--- src/rtl/utgi_pkg.sv ---
// Shared types and constants for the UTF-8 to glyph index decoder.
// Used by the search cells and the top level; no dependencies.
package utgi_pkg;

    localparam int CELL_COUNT      = 32;
    localparam int CELL_BITS       = 5;
    localparam int ROW_MAX_W       = 11;
    localparam int ROWS_W          = ROW_MAX_W + 1;
    localparam int LIM_W           = 17;
    localparam int CODE_W          = 16;
    localparam int ENTRIES_W       = 11;
    localparam int TABLE_DEPTH_DEF = 1024;

    localparam logic [1:0] KIND_FOUND   = 2'd0;
    localparam logic [1:0] KIND_MISSING = 2'd1;
    localparam logic [1:0] KIND_SPACE   = 2'd2;
    localparam logic [1:0] KIND_END     = 2'd3;

    localparam logic REG_ENTRIES_IN_USE = 1'b0;

    localparam logic [7:0] LEAD2_MASK   = 8'h1F;
    localparam logic [7:0] LEAD3_MASK   = 8'h0F;
    localparam logic [7:0] CONT_MASK    = 8'h3F;
    localparam logic [7:0] BYTE_ASCII   = 8'h80;
    localparam logic [7:0] BYTE_BAD_MAX = 8'hC1;
    localparam logic [7:0] BYTE_LEAD3   = 8'hE0;
    localparam logic [7:0] BYTE_LEAD4   = 8'hF0;
    localparam logic [7:0] BYTE_BAD_MIN = 8'hF5;

    localparam logic [CODE_W-1:0] CODE_TAB     = 16'h0009;
    localparam logic [CODE_W-1:0] CODE_LF      = 16'h000A;
    localparam logic [CODE_W-1:0] CODE_SPACE   = 16'h0020;
    localparam logic [CODE_W-1:0] CODE_UNKNOWN = 16'hFFFD;

    typedef struct packed {
        logic                 vld;
        logic                 found;
        logic [CODE_W-1:0]    hit;
        logic [ROW_MAX_W-1:0] row;
    } search_tok_t;

    typedef struct packed {
        logic                 en;
        logic [CELL_BITS-1:0] bank;
        logic [ROW_MAX_W-1:0] row;
        logic [CODE_W-1:0]    code;
    } tbl_wr_t;

endpackage

--- src/rtl/utgi_ram.sv ---
// Generic single-write, single-read RAM with registered read data.
// No dependencies.
module utgi_ram #(
    parameter int WIDTH = 16,
    parameter int DEPTH = 32,
    parameter int AW    = (DEPTH > 1) ? $clog2(DEPTH) : 1
) (
    input  logic             clk,
    input  logic             we,
    input  logic [AW-1:0]    waddr,
    input  logic [WIDTH-1:0] wdata,
    input  logic [AW-1:0]    raddr,
    output logic [WIDTH-1:0] rdata
);

    logic [WIDTH-1:0] mem [DEPTH];
    logic [WIDTH-1:0] rdata_reg;

    always_ff @(posedge clk)
    begin
        if (we)
        begin
            mem[waddr] <= wdata;
        end
        rdata_reg <= mem[raddr];
    end

    assign rdata = rdata_reg;

endmodule

--- src/rtl/utgi_cell.sv ---
// One search cell: a bank of the glyph code table and one token stage.
// Depends on utgi_pkg and utgi_ram.
module utgi_cell
    import utgi_pkg::*;
#(
    parameter int CELL_ID    = 0,
    parameter int BANK_DEPTH = 32,
    parameter int ROW_W      = 5
) (
    input  logic              clk,
    input  logic              rst_n,
    input  tbl_wr_t           wr,
    input  logic [CODE_W-1:0] code,
    input  logic [LIM_W-1:0]  limit,
    input  search_tok_t       tok_in,
    output search_tok_t       tok_out
);

    localparam logic [CELL_BITS-1:0] ID_BITS = CELL_BITS'(CELL_ID);

    search_tok_t       tok_reg;
    logic [CODE_W-1:0] rdata;
    logic [LIM_W-1:0]  idx;
    logic              match;

    utgi_ram #(
        .WIDTH (CODE_W),
        .DEPTH (BANK_DEPTH),
        .AW    (ROW_W)
    ) u_bank (
        .clk   (clk),
        .we    (wr.en && (wr.bank == ID_BITS)),
        .waddr (wr.row[ROW_W-1:0]),
        .wdata (wr.code),
        .raddr (tok_in.row[ROW_W-1:0]),
        .rdata (rdata)
    );

    always_ff @(posedge clk or negedge rst_n)
    begin
        if (!rst_n)
        begin
            tok_reg <= '0;
        end
        else
        begin
            tok_reg <= tok_in;
        end
    end

    assign idx   = LIM_W'({tok_reg.row[ROW_W-1:0], ID_BITS});
    assign match = tok_reg.vld && !tok_reg.found && (rdata == code) && (idx < limit);

    always_comb
    begin
        tok_out = tok_reg;
        if (match)
        begin
            tok_out.found = 1'b1;
            tok_out.hit   = CODE_W'(idx);
        end
    end

endmodule

--- config.mk ---
export PLATFORM = sky130hd
export DESIGN_NAME = utgi_cell
export DESIGN_NICKNAME = d
export VERILOG_FILES = /design/src/rtl/utgi_pkg.sv /design/src/rtl/utgi_ram.sv /design/src/rtl/utgi_cell.sv
export SDC_FILE = /design/constraint.sdc
export NUM_CORES = 1
export LEC_CHECK = 0
export BUFFER_PORTS_ARGS = -buffer_cell sky130_fd_sc_hd__buf_2
export CORE_MARGIN = 2
export CORE_UTILIZATION = 25
export CTS_BUF_LIST = sky130_fd_sc_hd__clkbuf_16
export CTS_CLUSTER_SIZE = 10
export DETAILED_ROUTE_END_ITERATION = 8
export PLACE_DENSITY = 0.46
export SYNTH_ARGS = -nofsm -noshare
export SYNTH_HDL_FRONTEND = slang
export SYNTH_SLANG_ARGS = --single-unit
--- constraint.sdc ---
create_clock -name clk -period 2.4 [get_ports clk]
set_input_delay 0.12 -clock clk [delete_from_list [all_inputs] [get_ports clk]]
set_output_delay 0.12 -clock clk [all_outputs]
set_load 0.005 [all_outputs]
Yosys cells after proc, flatten, opt, wreduce, memory -nomap -nowiden

Memories as Yosys holds them, arrays and structs flattened. A register that Yosys moved wholly into a read port is not among the register bits.
Index checks and enable logic that the tools add are counted.

Magnitude comparators: 1
Equal/unequal tests: 1
Muxes and demuxes: 3
Reduce and logical (&&, ||, !) cells: 6

Operator list:

| operator            | count |
|---|---|
| $lt A10 B17 Y1      | 1 |
| $mux W17            | 1 |
| $eq A16 B16 Y1      | 1 |
| $logic_not A5 Y1    | 1 |
| $logic_and A1 B1 Y1 | 4 |
| $mux W1             | 2 |
| $logic_not A1 Y1    | 1 |

Register bits: 29
Bits in writable memories: 512
Output and inout bits: 29
Memories kept: 1

Memories:

| memory     | words | width | rd ports | clocked after memory_dff | wr ports | RTL line       | text |
|---|---|---|---|---|---|---|---|
| u_bank.mem | 32    | 16    | 1        | 1                        | 1        | utgi_ram.sv:16 | `logic [WIDTH-1:0] mem [DEPTH];` |

Depth between registers and ports, before layout

Gate-level depths: netlist of the first run.

Depth after elaboration: 5
Mapped depth: 8
Mapped depth without buffers: 6

Cells and area by module

From an unflattened synthesis of the first run, not the netlist that was laid out.

Cell total of the unflattened synthesis: 1257
Area, all modules: 21973.6 sq um

Modules (own cells, without submodules):

| module    | instances | cells an instance | area each (sq um) | seq. area each (sq um) |
|---|---|---|---|---|
| utgi_ram  | 1         | 1143              | 20535.9           | 15695.1 |
| utgi_cell | 1         | 114               | 1437.6            | 725.7 |

Worst setup path before layout of the first run

No wires, ideal clock.

Path type: input to register
From: in wr[28] (netlist bit)
To: mem u_bank.mem[28][0], enable pin
Data arrival time: 1536 ps
Path slack: 475 ps
Stages: 5
Cells stage by stage: nor4_1 > nand3b_1 > nor2_1 > nand3_1 > nor2_1

Cells in the longest elaborated chain, start to end: 4

Ends and longest elaborated chain:

| item                          | RTL line        | text |
|---|---|---|
| from (decl)                   | utgi_cell.sv:12 | `input tbl_wr_t wr,` |
| $logic_not A5 Y1              | utgi_cell.sv:32 | `.we (wr.en && (wr.bank == ID_BITS)),` |
| $logic_and A1 B1 Y1           | utgi_cell.sv:32 |  |
| $mux W1                       | utgi_ram.sv:21  | `if (we)` |
| $mux W1 (not written as such) | utgi_ram.sv:23  | `mem[waddr] <= wdata;` |
| to (decl)                     | utgi_ram.sv:16  |  |

No other way between the ends.

==> flow_summary.html, run 1 <==
<table>
<tr><th>Metric</th><th>Value</th></tr>
<tr><th colspan="2">Clock tree</th></tr>
<tr><td>CTS tree</td><td>done</td></tr>
<tr><td>Sinks on the clock net</td><td>557</td></tr>
<tr><td>Number of clock buffers inserted by TritonCTS</td><td>68</td></tr>
<tr><td>Clock Root Buffer</td><td>clkbuf_16</td></tr>
<tr><td>CTS H-tree lvls</td><td>3</td></tr>
<tr><td>Worst skew pair latency</td><td>0.60 ns</td></tr>
<tr><td>CTS Buffer Depth</td><td>3</td></tr>
<tr><td>Clock transition time at the flip-flop clock pins of the worst setup and hold paths</td><td>0.06 ns</td></tr>
<tr><th colspan="2">Flow run</th></tr>
<tr><td>Max-cap violations</td><td>0</td></tr>
<tr><th colspan="2">Synthesis</th></tr>
<tr><td>Distinct cells, synth</td><td>37</td></tr>
<tr><td>Mapped Nets</td><td>1,059</td></tr>
<tr><td>Synth area leader</td><td>edfxtp_1</td></tr>
<tr><td>Netlist area before placement</td><td>21,300 µm²</td></tr>
<tr><td>Per-instance average area after synthesis</td><td>22.2 µm²</td></tr>
<tr><td>Number of synthesized register bits</td><td>557</td></tr>
<tr><td>Cells taking the most area after synthesis</td><td>edfxtp_1 (72%), mux4_2 (14%), dfrtp_1 (3.4%)</td></tr>
<tr><td>Top-area cell type share of the netlist area</td><td>72.3%</td></tr>
<tr><td>Total of warnings raised by yosys</td><td>0</td></tr>
<tr><td>Cells after Synth</td><td>957</td></tr>
<tr><td>Sequential cell area fraction in the yosys report</td><td>77.3%</td></tr>
<tr><th colspan="2">Die</th></tr>
<tr><td>Number of placement rows</td><td>106</td></tr>
<tr><td>Vert. Die Dim</td><td>296 µm</td></tr>
<tr><td>Die area</td><td>87,400 µm²</td></tr>
<tr><td>Starting density of the core</td><td>25.3%</td></tr>
<tr><td>Core footprint</td><td>84,000 µm²</td></tr>
<tr><td>Number of top-level pins</td><td>126</td></tr>
<tr><td>Die X</td><td>296 µm</td></tr>
<tr><th colspan="2">Placement</th></tr>
<tr><td>HPWL after detailed placement</td><td>31,900 µm</td></tr>
<tr><td>Final GP Congestion</td><td>0.795</td></tr>
<tr><td>IO buf count</td><td>119</td></tr>
<tr><td>Cell area after placement</td><td>24,000 µm²</td></tr>
<tr><th colspan="2">Timing</th></tr>
<tr><td>Clock skew</td><td>0.0167 ns</td></tr>
<tr><td>Shortest clock period the worst path allows after layout</td><td>2.50 ns</td></tr>
<tr><td>Final worst slack</td><td>-0.0952 ns</td></tr>
<tr><td>Worst slew margin relative to its limit</td><td>6.92%</td></tr>
<tr><td>Final Slew Violations</td><td>0</td></tr>
<tr><td>Period Utilization, post-route</td><td>104%</td></tr>
<tr><td>Setup repair after global routing missed its margin</td><td>yes</td></tr>
<tr><td>Slew at the pin closest to its max-slew limit</td><td>1.39 ns</td></tr>
<tr><td>Worst hold-check slack</td><td>0.0885 ns</td></tr>
<tr><td>Final-report setup violation count</td><td>17</td></tr>
<tr><td>Fin. Hold Viols</td><td>0</td></tr>
<tr><td>Highest clock rate</td><td>401 MHz</td></tr>
<tr><th colspan="2">Routing</th></tr>
<tr><td>Number of vias after detailed routing</td><td>10,200</td></tr>
<tr><td>Wirelength, routed</td><td>52,800 µm</td></tr>
<tr><td>Drt pass-1 iters</td><td>6</td></tr>
<tr><td>DR WL/cell</td><td>22.4 µm</td></tr>
<tr><td>Residual DRC count</td><td>0</td></tr>
<tr><td>Via count normalized by instance count</td><td>4.32</td></tr>
<tr><td>Starting DRT DRC Count</td><td>803</td></tr>
<tr><td>Detail Route Antenna Nets</td><td>0</td></tr>
<tr><th colspan="2">Finish</th></tr>
<tr><td>Area Overhead vs Synth</td><td>24.1%</td></tr>
<tr><td>Ratio of cells with drive above 1 in the final layout</td><td>37.2%</td></tr>
<tr><td>NumNets Final</td><td>1,294</td></tr>
<tr><td>Number of flip-flops in the largest register</td><td>512</td></tr>
<tr><td>Post-route design area</td><td>26,400 µm²</td></tr>
<tr><th colspan="2">Global routing</th></tr>
<tr><td>Pin count of the biggest net entering global routing</td><td>34</td></tr>
<tr><td>Grt met1 use</td><td>16.3%</td></tr>
<tr><td>First-pass GRT wire length</td><td>75,100 µm</td></tr>
<tr><td>Overall fraction of global-route tracks in use</td><td>12.1%</td></tr>
<tr><td>Via count of the first global-routing pass</td><td>10,700</td></tr>
<tr><td>Antenna violations before repair</td><td>0</td></tr>
<tr><td>Overflow after GRT</td><td>0</td></tr>
<tr><td>Routing layer with the top usage in global route</td><td>met2</td></tr>
<tr><td>Met2 capacity usage during global routing</td><td>19.5%</td></tr>
<tr><td>Met3 layer usage reported by global route</td><td>3.24%</td></tr>
<tr><th colspan="2">Setup path</th></tr>
<tr><td>Critical Path AT</td><td>2.38 ns</td></tr>
<tr><td>Required time at the worst-slack endpoint</td><td>2.28 ns</td></tr>
<tr><td>R2r setup slk</td><td>0.62 ns</td></tr>
<tr><td>Critical Path Fanout Max</td><td>7</td></tr>
<tr><td>Class of the most critical setup path</td><td>reg -&gt; out</td></tr>
<tr><td>Endpoint of the worst-slack reg-to-reg timing path</td><td>u_bank.rdata[13]</td></tr>
<tr><td>Startpoint of the worst register-to-register path</td><td>u_bank.mem[31][13]</td></tr>
<tr><td>Worst setup path end</td><td>tok_out[20]</td></tr>
<tr><td>CP Capture Type</td><td>primary output</td></tr>
<tr><td>Nature of the critical path startpoint</td><td>flop</td></tr>
<tr><td>Worst reg-to-reg path cell count</td><td>4</td></tr>
<tr><td>Crit path from</td><td>tok_out[1]</td></tr>
<tr><th colspan="2">Run status</th></tr>
<tr><td>Violated checks</td><td>setup timing</td></tr>
<tr><td>Result of the run</td><td>complete, but fails checks</td></tr>
<tr><th colspan="2">Pwr</th></tr>
<tr><td>Combinational share of power</td><td>5.4%</td></tr>
<tr><td>Share of total power consumed by net switching</td><td>21.6%</td></tr>
<tr><td>Part of the total power dissipated in the clock network</td><td>43.4%</td></tr>
<tr><td>Worst-case vdd ir drop</td><td>0.000443 V</td></tr>
<tr><td>Net switching power</td><td>4.52 mW</td></tr>
<tr><td>Total internal power</td><td>16.4 mW</td></tr>
<tr><td>Leakage power</td><td>8.75 nW</td></tr>
<tr><td>Reg power frac</td><td>51.2%</td></tr>
<tr><td>Power per unit of standard cell area</td><td>793 nW/µm²</td></tr>
<tr><th colspan="2">Worst hold path</th></tr>
<tr><td>Worst hold path type</td><td>in -&gt; async</td></tr>
</table>
## area by class of cell
cell class | instances | area (µm²)
Tap cell | 1134 | 1420
Timing Repair Buffer | 225 | 1910
Inverter | 6 | 22.5
Clock inverter | 32 | 236
Fill cell | 8060 | 57600
Multi-Input combinational cell | 334 | 4660
Antenna cell | 1 | 2.50
Clock buffer | 68 | 1700
Sequential cell | 557 | 16400
## kinds of logic after synthesis
family	after synthesis	synth area share (%)
buffers and inverters	66	1.60
muxes	197	16.8
and+or+nand+nor	80	1.86
xor gates and xnor gates	16	0.659
adders and majority gates	5	0.294
AOI/OAI and AO/OA	36	1.48
DFF	557	77.3
## routing by layer
layer	share of wire (%)	wire length [µm]
met5	0	0
met4	1.5	809
met3	6.0	3190
met2	47	24800
met1	45	24000
## power groups by stage
stage | Combinational, mW | Sequential, mW | Clock [mW]
detailed placement | 1.08 | 10.9 | 0
CTS | 1.14 | 10.7 | 9.37
floorplan | 0.540 | 10.9 | 0
finish | 1.13 | 10.7 | 9.08
global placement | 1.07 | 10.9 | 0
global route | 1.21 | 10.7 | 9.74
## worst max-delay path, stage by stage, from the launching register on
cell      delay (ns)
dfrtp_1         0.39
ha_1            0.30
nand4b_1        0.10
and3_4          0.20
o311a_4         0.36
mux2_4          0.32
buf_6           0.11
## synth_stat cells
cell and n:
edfxtp_1 512, mux4_2 128, mux2i_1 64, nor2_1 37, dfrtp_1 29, clkbuf_1 19
a221oi_1 16, a22o_1 16, buf_4 16, dfxtp_1 16, nor2b_1 15, buf_2 14
xnor2_1 13, buf_1 9, nand2_1 9, inv_1 6, ha_1 5, mux2_2 4
nand4_1 3, nor4_1 3, xor2_1 3, buf_6 2, nand2b_1 2, nand3_1 2
nand3b_1 2, a2111oi_0 1, a211oi_1 1, and2_1 1, and3_1 1, mux2_1 1
nand4b_1 1, nor4_2 1, o21a_1 1, o311a_1 1, or2_1 1, or2_2 1
or4_1 1
## what timing repair did
item                       in CTS  in global routing
hold buffers                   29                  0
gates cloned                    0                  0
resized for setup              11                  8
setup buffers                   3                  0
setup endpoints to repair      17                 17
hold endpoints to repair       57                  0
pin swaps                       4                  3
## metrics by stage
step | std cells | util [%] | power, mW | TNS [ns] | setup WS [ns]
after CTS | 2356 | 31.4 | 21.2 | -1.90 | -0.134
after floorplan | 957 | - | 11.4 | 0 | 0.475
after global routing | 2356 | 31.4 | 21.6 | -2.59 | -0.186
after detailed placement | 2224 | 28.6 | 12.0 | 0 | 0.215
after global placement | 2224 | 28.6 | 12.0 | 0 | 0.212
final | 2357 | 31.4 | 20.9 | -0.834 | -0.0952
## placed cells by master, fill, tap and decap left out, drive strengths merged
master,instances
clkinvlp,1
clkbuf,69
or2,2
mux4,128
a221oi,16
nand3,2
nor4,4
dfxtp,16
nand3b,2
o311a,1
and3,1
clkinv,7
o21a,1
edfxtp,512
nand2b,2
and2,1
a2111oi,1
or4,1
nand4,3
ha,5
inv,29
bufinv,1
xor2,3
nand4b,1
a22o,16
xnor2,13
nand2,9
nor2b,15
buf,195
dfrtp,29
a211oi,1
mux2,5
nor2,37
diode,1
dlygate4sd3,29
mux2i,64
## how the worst min path moves through the flow
stage | startpoint | to | slack (ns) | cells after the start
floorplan | rst_n | tok_out[0] | -0.18 | 0
detailed placement | rst_n | tok_out[6] | 0.19 | 1
global route | wr[1] | u_bank.mem[16][1] | 0.08 | 1
CTS | wr[1] | u_bank.mem[25][1] | 0.05 | 1
global placement | rst_n | tok_reg[21] | 0.18 | 1
finish | rst_n | tok_reg[27] | 0.09 | 2
No activity file was read; power rests on OpenSTA's default activity.
==> run 2: changes to the inputs <==
==> constraint.sdc (replaced) <==
create_clock -name clk -period 2.4 [get_ports clk]
set_input_delay 0.48 -clock clk [delete_from_list [all_inputs] [get_ports clk]]
set_output_delay 0.48 -clock clk [all_outputs]
set_load 0.005 [all_outputs]
==> flow_summary.html, run 2 (same netlist as run 1, synthesis figures left out) <==
<table>
<tr><th>Metric</th><th>Value</th></tr>
<tr><th colspan="2">Global routing</th></tr>
<tr><td>Pin count of the biggest net entering global routing</td><td>34 (unchanged)</td></tr>
<tr><td>Via count of the first global-routing pass</td><td>11,200 (was 10,700)</td></tr>
<tr><td>Antenna violations before repair</td><td>4 (was 0)</td></tr>
<tr><td>Met3 layer usage reported by global route</td><td>3.22% (was 3.24%)</td></tr>
<tr><td>Routing layer with the top usage in global route</td><td>met2 (unchanged)</td></tr>
<tr><td>Grt met1 use</td><td>16.3% (about the same)</td></tr>
<tr><td>Met2 capacity usage during global routing</td><td>20.6% (was 19.5%)</td></tr>
<tr><td>First-pass GRT wire length</td><td>77,200 µm (was 75,100 µm)</td></tr>
<tr><td>Overall fraction of global-route tracks in use</td><td>12.4% (was 12.1%)</td></tr>
<tr><td>Overflow after GRT</td><td>0 (unchanged)</td></tr>
<tr><th colspan="2">Finish</th></tr>
<tr><td>Fill cells</td><td>8,067 (was 8,060)</td></tr>
<tr><td>Non-filler instance count after layout</td><td>2,384 (was 2,357)</td></tr>
<tr><td>Leading cell type in the layout, fill and taps excluded</td><td>edfxtp_1 (unchanged)</td></tr>
<tr><td>Number of flip-flops in the largest register</td><td>512 (unchanged)</td></tr>
<tr><td>Storage element area</td><td>16,400 µm² (about the same)</td></tr>
<tr><td>Antenna diode count</td><td>0 (was 1)</td></tr>
<tr><td>Multi-input combinational cell area</td><td>4650 µm² (was 4660 µm²)</td></tr>
<tr><td>Area Overhead vs Synth</td><td>25.2% (was 24.1%)</td></tr>
<tr><td>Ratio of cells with drive above 1 in the final layout</td><td>39.0% (was 37.2%)</td></tr>
<tr><td>NumNets Final</td><td>1,332 (was 1,294)</td></tr>
<tr><td>Highest-count cells in the layout ignoring fill and taps</td><td>edfxtp_1 (512), mux4_2 (128), buf_2 (115) (was edfxtp_1 (512), mux4_2 (128), buf_2 (116))</td></tr>
<tr><th colspan="2">Placement</th></tr>
<tr><td>Final GP Congestion</td><td>0.787 (was 0.795)</td></tr>
<tr><td>IO buf count</td><td>119 (unchanged)</td></tr>
<tr><td>Number of instances in the placed design</td><td>2,267 (was 2,224)</td></tr>
<tr><td>HPWL after detailed placement</td><td>33,100 µm (was 31,900 µm)</td></tr>
<tr><th colspan="2">Timing</th></tr>
<tr><td>Final-report setup violation count</td><td>17 (unchanged)</td></tr>
<tr><td>Setup repair after global routing missed its margin</td><td>yes (unchanged)</td></tr>
<tr><td>Worst hold-check slack</td><td>0.180 ns (was 0.0885 ns)</td></tr>
<tr><td>Highest clock rate</td><td>341 MHz (was 401 MHz)</td></tr>
<tr><td>Worst slew margin relative to its limit</td><td>9.74% (was 6.92%)</td></tr>
<tr><td>Final worst slack</td><td>-0.528 ns (was -0.0952 ns)</td></tr>
<tr><td>Period Utilization, post-route</td><td>122% (was 104%)</td></tr>
<tr><td>Final-layout setup total negative slack</td><td>-7.95 ns (was -0.834 ns)</td></tr>
<tr><td>Slew at the pin closest to its max-slew limit</td><td>1.35 ns (was 1.39 ns)</td></tr>
<tr><td>Shortest clock period the worst path allows after layout</td><td>2.93 ns (was 2.50 ns)</td></tr>
<tr><td>Fin. Hold Viols</td><td>0 (unchanged)</td></tr>
<tr><td>Final Slew Violations</td><td>0 (unchanged)</td></tr>
<tr><td>Clock skew</td><td>0.0264 ns (was 0.0167 ns)</td></tr>
<tr><th colspan="2">Die</th></tr>
<tr><td>Die X</td><td>296 µm (unchanged)</td></tr>
<tr><td>Vert. Die Dim</td><td>296 µm (unchanged)</td></tr>
<tr><td>Starting density of the core</td><td>25.3% (unchanged)</td></tr>
<tr><td>Die area</td><td>87,400 µm² (unchanged)</td></tr>
<tr><td>Number of placement rows</td><td>106 (unchanged)</td></tr>
<tr><td>Core footprint</td><td>84,000 µm² (unchanged)</td></tr>
<tr><td>Number of top-level pins</td><td>126 (unchanged)</td></tr>
<tr><th colspan="2">Pwr</th></tr>
<tr><td>Pwr Total</td><td>20.7 mW (was 20.9 mW)</td></tr>
<tr><td>Power per unit of standard cell area</td><td>778 nW/µm² (was 793 nW/µm²)</td></tr>
<tr><td>Worst-case vdd ir drop</td><td>0.000457 V (was 0.000443 V)</td></tr>
<tr><td>Leakage power</td><td>8.89 nW (was 8.75 nW)</td></tr>
<tr><th colspan="2">Setup path</th></tr>
<tr><td>Cell seen most often among critical-path stages</td><td>buf_6</td></tr>
<tr><td>Required time at the worst-slack endpoint</td><td>1.92 ns (was 2.28 ns)</td></tr>
<tr><td>Family with the most delay on the worst path</td><td>compound AO/OA/AOI/OAI gates (was flip-flops)</td></tr>
<tr><td>Biggest cell delay along the critical path</td><td>0.41 ns (was 0.39 ns)</td></tr>
<tr><td>Cell-by-cell trace of the critical path</td><td>ha_4 &gt; buf_6 &gt; o21a_1 &gt; nor2_2 &gt; o311a_4 &gt; buf_6 &gt; mux2_4 &gt; buf_6 (was ha_1 &gt; nand4b_1 &gt; and3_4 &gt; o311a_4 &gt; mux2_4 &gt; buf_6)</td></tr>
<tr><td>Crit path buffers/inverters</td><td>3 (was 1)</td></tr>
<tr><td>Worst reg-to-reg path cell count</td><td>6 (was 4)</td></tr>
<tr><td>R2r setup slk</td><td>0.51 ns (was 0.62 ns)</td></tr>
<tr><td>Nature of the critical path startpoint</td><td>flop (unchanged)</td></tr>
<tr><td>Class of the most critical setup path</td><td>reg -&gt; out (unchanged)</td></tr>
<tr><td>Critical Path Fanout Max</td><td>6 (was 7)</td></tr>
<tr><td>Startpoint of the worst register-to-register path</td><td>u_bank.mem[31][5] (was u_bank.mem[31][13])</td></tr>
<tr><td>Endpoint of the worst-slack reg-to-reg timing path</td><td>u_bank.rdata[5] (was u_bank.rdata[13])</td></tr>
<tr><td>CP max stage cell</td><td>dfrtp_1 (unchanged)</td></tr>
<tr><td>CP Capture Type</td><td>primary output (unchanged)</td></tr>
<tr><td>Critical Path AT</td><td>2.45 ns (was 2.38 ns)</td></tr>
<tr><th colspan="2">Routing</th></tr>
<tr><td>Starting DRT DRC Count</td><td>782 (was 803)</td></tr>
<tr><td>Number of vias after detailed routing</td><td>10,400 (was 10,200)</td></tr>
<tr><td>Drt pass-1 iters</td><td>4 (was 6)</td></tr>
<tr><td>Wirelength, routed</td><td>53,800 µm (was 52,800 µm)</td></tr>
<tr><td>DR WL/cell</td><td>22.6 µm (was 22.4 µm)</td></tr>
<tr><td>Residual DRC count</td><td>0 (unchanged)</td></tr>
<tr><td>Via count normalized by instance count</td><td>4.36 (was 4.32)</td></tr>
<tr><td>Detail Route Antenna Nets</td><td>0 (unchanged)</td></tr>
<tr><th colspan="2">Flow run</th></tr>
<tr><td>Max-cap violations</td><td>0 (unchanged)</td></tr>
<tr><th colspan="2">Clock tree</th></tr>
<tr><td>CTS Buffer Depth</td><td>3 (unchanged)</td></tr>
<tr><td>Sinks on the clock net</td><td>557 (unchanged)</td></tr>
<tr><td>Clock transition time at the flip-flop clock pins of the worst setup and hold paths</td><td>0.05 ns (was 0.06 ns)</td></tr>
<tr><td>CTS H-tree lvls</td><td>3 (unchanged)</td></tr>
<tr><td>Number of clock buffers inserted by TritonCTS</td><td>66 (was 68)</td></tr>
<tr><td>Clock Root Buffer</td><td>clkbuf_16 (unchanged)</td></tr>
<tr><td>CTS tree</td><td>done (unchanged)</td></tr>
<tr><td>Worst skew pair latency</td><td>0.59 ns (was 0.60 ns)</td></tr>
<tr><th colspan="2">Worst hold path</th></tr>
<tr><td>Worst Min Path Start</td><td>tok_in[2]</td></tr>
<tr><td>Terminating pin of the worst hold path</td><td>tok_out[2]</td></tr>
<tr><td>Worst hold stages</td><td>2</td></tr>
<tr><td>Worst hold path type</td><td>in -&gt; reg (was in -&gt; async)</td></tr>
<tr><th colspan="2">Run status</th></tr>
<tr><td>Violated checks</td><td>setup timing (unchanged)</td></tr>
<tr><td>Result of the run</td><td>complete, but fails checks (unchanged)</td></tr>
</table>
run 2: cell count changes in the layout (fill, tap and decap cells not counted), moves of 2 or more:
cell / change
buf_12: +2
buf_4: +40
buf_6: +3
clkbuf_16: +3
clkinv_8: -3
dfxtp_1: +3
dfxtp_2: -2
dlygate4sd3_1: -4
inv_1: -6
inv_16: -2
nor2_1: +3
nor2_2: -3
run 2: routing by layer:
layer / wire length [µm] / vias up / share of wire (%)
met2: 26000 / 311 / 48
li1: - / 4497 / -
met4: 812 / 4 / 1.5
met5: 24 / - / 0.045
met3: 3330 / 69 / 6.2
met1: 23600 / 5511 / 44
run 2: repair_timing:
action / in CTS / in global routing
pin swaps: 3 / 3
resized for setup: 13 / 6
setup endpoints to repair: 17 / 17
gates cloned: 1 / 0
buffers inserted: 3 / 0
endpoints found under the hold margin: 53 / 0
hold buffers: 25 / 0
run 2: final cells by class:
type / count / share of cell area [%]
clock buffers: 71 / 6.68
clock inverters: 17 / 0.259
inverters: 6 / 0.0847
multi-input cells: 334 / 17.5
flip-flops and latches: 557 / 61.7
well taps: 1134 / 5.33
repair buffers: 265 / 8.43
run 2: power breakdown:
part | switching, mW | internal [mW]
registers | 0.0293 | 10.7
clock network | 3.61 | 5.20
logic | 0.654 | 0.541
total | 4.29 | 16.4
run 2: metrics by stage:
stage               area [µm²]  utilization, %  worst slack, ns
floorplan                21300               -          -0.0650
global route             26600            31.7           -0.637
finish                   26600            31.7           -0.528
CTS                      26600            31.7           -0.576
global placement         24400            29.0           -0.330
detailed placement       24400            29.0           -0.348
run 2: how the worst max path moves through the flow:
stage	from	end	slack, ns	cells after the start
final	tok_out[3]	tok_out[17]	-0.53	8
after global routing	tok_out[3]	tok_out[23]	-0.64	9
after CTS	tok_out[3]	tok_out[17]	-0.58	8
after detailed placement	limit[14]	tok_out[20]	-0.35	8
after global placement	limit[14]	tok_out[20]	-0.33	8
after floorplan	limit[14]	tok_out[27]	-0.06	7
==> run 3: changes to the inputs <==
--- a/config.mk
+++ b/config.mk
@@ -6,12 +6,13 @@
 export NUM_CORES = 1
 export LEC_CHECK = 0
 export BUFFER_PORTS_ARGS = -buffer_cell sky130_fd_sc_hd__buf_2
-export CORE_MARGIN = 2
+export CORE_MARGIN = 8
 export CORE_UTILIZATION = 25
 export CTS_BUF_LIST = sky130_fd_sc_hd__clkbuf_16
 export CTS_CLUSTER_SIZE = 10
 export DETAILED_ROUTE_END_ITERATION = 8
 export PLACE_DENSITY = 0.46
+export REMOVE_ABC_BUFFERS = 1
 export SYNTH_ARGS = -nofsm -noshare
 export SYNTH_HDL_FRONTEND = slang
 export SYNTH_SLANG_ARGS = --single-unit
==> flow_summary.html, run 3 (same netlist as run 1, synthesis figures left out) <==
<table>
<tr><th>Metric</th><th>Value</th></tr>
<tr><th colspan="2">Timing</th></tr>
<tr><td>Setup repair after global routing missed its margin</td><td>yes (unchanged)</td></tr>
<tr><td>Period Utilization, post-route</td><td>120% (was 122%)</td></tr>
<tr><td>Final Slew Violations</td><td>0 (unchanged)</td></tr>
<tr><td>Worst hold-check slack</td><td>0.152 ns (was 0.180 ns)</td></tr>
<tr><td>Final-report setup violation count</td><td>17 (unchanged)</td></tr>
<tr><td>Final-layout setup total negative slack</td><td>-6.36 ns (was -7.95 ns)</td></tr>
<tr><td>Clock skew</td><td>0.0145 ns (was 0.0264 ns)</td></tr>
<tr><td>Highest clock rate</td><td>347 MHz (was 341 MHz)</td></tr>
<tr><td>Worst slew margin relative to its limit</td><td>23.4% (was 9.74%)</td></tr>
<tr><td>Shortest clock period the worst path allows after layout</td><td>2.89 ns (was 2.93 ns)</td></tr>
<tr><td>Final worst slack</td><td>-0.486 ns (was -0.528 ns)</td></tr>
<tr><td>Fin. Hold Viols</td><td>0 (unchanged)</td></tr>
<tr><td>Slew at the pin closest to its max-slew limit</td><td>1.15 ns (was 1.35 ns)</td></tr>
<tr><th colspan="2">Die</th></tr>
<tr><td>Core footprint</td><td>84,700 µm² (was 84,000 µm²)</td></tr>
<tr><td>Die area</td><td>94,600 µm² (was 87,400 µm²)</td></tr>
<tr><td>Vert. Die Dim</td><td>308 µm (was 296 µm)</td></tr>
<tr><td>Number of top-level pins</td><td>126 (unchanged)</td></tr>
<tr><td>Number of placement rows</td><td>107 (was 106)</td></tr>
<tr><td>Die X</td><td>308 µm (was 296 µm)</td></tr>
<tr><td>Starting density of the core</td><td>25.1% (was 25.3%)</td></tr>
<tr><th colspan="2">Finish</th></tr>
<tr><td>Post-Route Utilization</td><td>31.2% (was 31.7%)</td></tr>
<tr><td>Area Overhead vs Synth</td><td>24.4% (was 25.2%)</td></tr>
<tr><td>Non-filler instance count after layout</td><td>2,373 (was 2,384)</td></tr>
<tr><td>Ratio of cells with drive above 1 in the final layout</td><td>39.1% (was 39.0%)</td></tr>
<tr><td>Leading cell type in the layout, fill and taps excluded</td><td>edfxtp_1 (unchanged)</td></tr>
<tr><td>Number of flip-flops in the largest register</td><td>512 (unchanged)</td></tr>
<tr><td>NumNets Final</td><td>1,312 (was 1,332)</td></tr>
<tr><td>Highest-count cells in the layout ignoring fill and taps</td><td>edfxtp_1 (512), mux4_2 (128), buf_2 (116) (was edfxtp_1 (512), mux4_2 (128), buf_2 (115))</td></tr>
<tr><th colspan="2">Setup path</th></tr>
<tr><td>Nature of the critical path startpoint</td><td>input pin (was flop)</td></tr>
<tr><td>CP max stage cell</td><td>or4_1 (was dfrtp_1)</td></tr>
<tr><td>Class of the most critical setup path</td><td>in -&gt; out (was reg -&gt; out)</td></tr>
<tr><td>Cell-by-cell trace of the critical path</td><td>buf_2 &gt; or4_1 &gt; nor4_4 &gt; nand2_2 &gt; o311a_4 &gt; buf_6 &gt; or2_1 &gt; buf_2 (was ha_4 &gt; buf_6 &gt; o21a_1 &gt; nor2_2 &gt; o311a_4 &gt; buf_6 &gt; mux2_4 &gt; buf_6)</td></tr>
<tr><td>Critical Path Fanout Max</td><td>6 (unchanged)</td></tr>
<tr><td>Biggest cell delay along the critical path</td><td>0.56 ns (was 0.41 ns)</td></tr>
<tr><td>CP Capture Type</td><td>primary output (unchanged)</td></tr>
<tr><td>R2r setup slk</td><td>0.50 ns (was 0.51 ns)</td></tr>
<tr><td>Cell seen most often among critical-path stages</td><td>buf_2 (was buf_6)</td></tr>
<tr><td>Worst reg-to-reg path cell count</td><td>5 (was 6)</td></tr>
<tr><td>Required time at the worst-slack endpoint</td><td>1.92 ns (about the same)</td></tr>
<tr><td>Critical Path AT</td><td>2.41 ns (was 2.45 ns)</td></tr>
<tr><th colspan="2">Routing</th></tr>
<tr><td>Top layer in use</td><td>met4 (was met5)</td></tr>
<tr><td>Number of vias after detailed routing</td><td>10,300 (was 10,400)</td></tr>
<tr><td>Wire length on met1</td><td>25,800 µm (was 23,600 µm)</td></tr>
<tr><td>DR WL/cell</td><td>22.3 µm (was 22.6 µm)</td></tr>
<tr><td>Met2 wire length</td><td>23,200 µm (was 26,000 µm)</td></tr>
<tr><td>Drt pass-1 iters</td><td>5 (was 4)</td></tr>
<tr><td>Via count normalized by instance count</td><td>4.34 (was 4.36)</td></tr>
<tr><td>Starting DRT DRC Count</td><td>688 (was 782)</td></tr>
<tr><td>Wirelength, routed</td><td>53,000 µm (was 53,800 µm)</td></tr>
<tr><td>Detail Route Antenna Nets</td><td>0 (unchanged)</td></tr>
<tr><td>WL met3</td><td>2760 µm (was 3330 µm)</td></tr>
<tr><td>Residual DRC count</td><td>0 (unchanged)</td></tr>
<tr><th colspan="2">Placement</th></tr>
<tr><td>Final GP Congestion</td><td>0.821 (was 0.787)</td></tr>
<tr><td>IO buf count</td><td>119 (unchanged)</td></tr>
<tr><td>HPWL after detailed placement</td><td>32,600 µm (was 33,100 µm)</td></tr>
<tr><td>Number of instances in the placed design</td><td>2,258 (was 2,267)</td></tr>
<tr><th colspan="2">Clock tree</th></tr>
<tr><td>Clock Root Buffer</td><td>clkbuf_16 (unchanged)</td></tr>
<tr><td>Number of clock buffers inserted by TritonCTS</td><td>66 (unchanged)</td></tr>
<tr><td>CTS Buffer Depth</td><td>3 (unchanged)</td></tr>
<tr><td>CTS tree</td><td>done (unchanged)</td></tr>
<tr><td>CTS H-tree lvls</td><td>3 (unchanged)</td></tr>
<tr><td>Worst skew pair latency</td><td>0.58 ns (was 0.59 ns)</td></tr>
<tr><td>Sinks on the clock net</td><td>557 (unchanged)</td></tr>
<tr><td>Clock transition time at the flip-flop clock pins of the worst setup and hold paths</td><td>0.05 ns (about the same)</td></tr>
<tr><th colspan="2">Global routing</th></tr>
<tr><td>Overflow after GRT</td><td>0 (unchanged)</td></tr>
<tr><td>Overall fraction of global-route tracks in use</td><td>11.1% (was 12.4%)</td></tr>
<tr><td>First-pass GRT wire length</td><td>77,500 µm (was 77,200 µm)</td></tr>
<tr><td>Antenna violations before repair</td><td>4 (unchanged)</td></tr>
<tr><td>Via count of the first global-routing pass</td><td>11,000 (was 11,200)</td></tr>
<tr><td>Pin count of the biggest net entering global routing</td><td>35 (was 34)</td></tr>
<tr><th colspan="2">Pwr</th></tr>
<tr><td>Power per unit of standard cell area</td><td>779 nW/µm² (was 778 nW/µm²)</td></tr>
<tr><td>Worst-case vdd ir drop</td><td>0.000585 V (was 0.000457 V)</td></tr>
<tr><td>Leakage power</td><td>8.79 nW (was 8.89 nW)</td></tr>
<tr><th colspan="2">Flow run</th></tr>
<tr><td>Max-cap violations</td><td>0 (unchanged)</td></tr>
<tr><th colspan="2">Worst hold path</th></tr>
<tr><td>Worst hold path type</td><td>in -&gt; reg (unchanged)</td></tr>
<tr><td>Worst hold stages</td><td>1 (was 2)</td></tr>
<tr><th colspan="2">Run status</th></tr>
<tr><td>Result of the run</td><td>complete, but fails checks (unchanged)</td></tr>
<tr><td>Violated checks</td><td>setup timing (unchanged)</td></tr>
</table>
run 3: cell count changes in the layout (fill, tap and decap cells not counted), sizes merged:
cell,before,now
clkbuf,72,69
bufinv,0,1
buf,239,219
inv,21,16
clkinv,2,3
o311a,1,2
diode,0,4
run 3: routing by layer:
metal / global-route usage [%] / vias to the layer above
met5: 0 / -
met3: 2.64 / 81
met4: 3.18 / 0
met2: 16.6 / 287
met1: 16.2 / 5465
li1: - / 4460
run 3: power breakdown:
| group | leakage [nW] | internal, mW | switching [mW] |
|---|---|---|---|
| clock network | 0.922 | 5.18 | 3.58 |
| logic | 2.80 | 0.526 | 0.620 |
| registers | 5.07 | 10.7 | 0.0303 |
run 3: worst paths after layout:
path	start	endpoint
max	limit[14]	tok_out[27]
min	tok_in[2]	tok_out[2]
max reg2reg	u_bank.mem[15][11]	u_bank.rdata[11]
min reg2reg	u_bank.mem[24][5]	u_bank.rdata[5]
max in group asynchronous	rst_n	tok_out[6]
min in group asynchronous	rst_n	tok_reg[21]
run 3: critical path: cells and delay by family:
family	cells	cell delay, ns
AO/OA/AOI/OAI	1	0.44
buffers and inverters	3	0.39
AND/OR/NAND/NOR	4	1.09
run 3: area by class of cell:
cell class / instances / area [µm²]
inverters: 6 / 22.5
multi-input cells: 335 / 4730
diodes: 4 / 10.0
flip-flops and latches: 557 / 16400
clock buffers: 69 / 1730
clock inverters: 14 / 90.1
well taps: 1144 / 1430
fillers: 8151 / 58300
repair buffers: 244 / 2010
run 3: what timing repair did:
item,in CTS,in global routing
pin swaps,4,2
setup buffers,1,1
hold endpoints to repair,53,0
endpoints found under the setup margin,17,17
resized for setup,17,13
hold buffers,25,0
cloned,1,0
run 3: metrics by stage:
stage | worst slack, ns | instance area, µm² | power, mW
2_1_floorplan | -0.150 | 20900 | 11.3
3_3_place_gp | -0.520 | 24200 | 12.0
3_5_place_dp | -0.524 | 24200 | 12.0
4_1_cts | -0.496 | 26400 | 20.9
5_1_grt | -0.590 | 26400 | 21.3
6_report | -0.486 | 26400 | 20.6
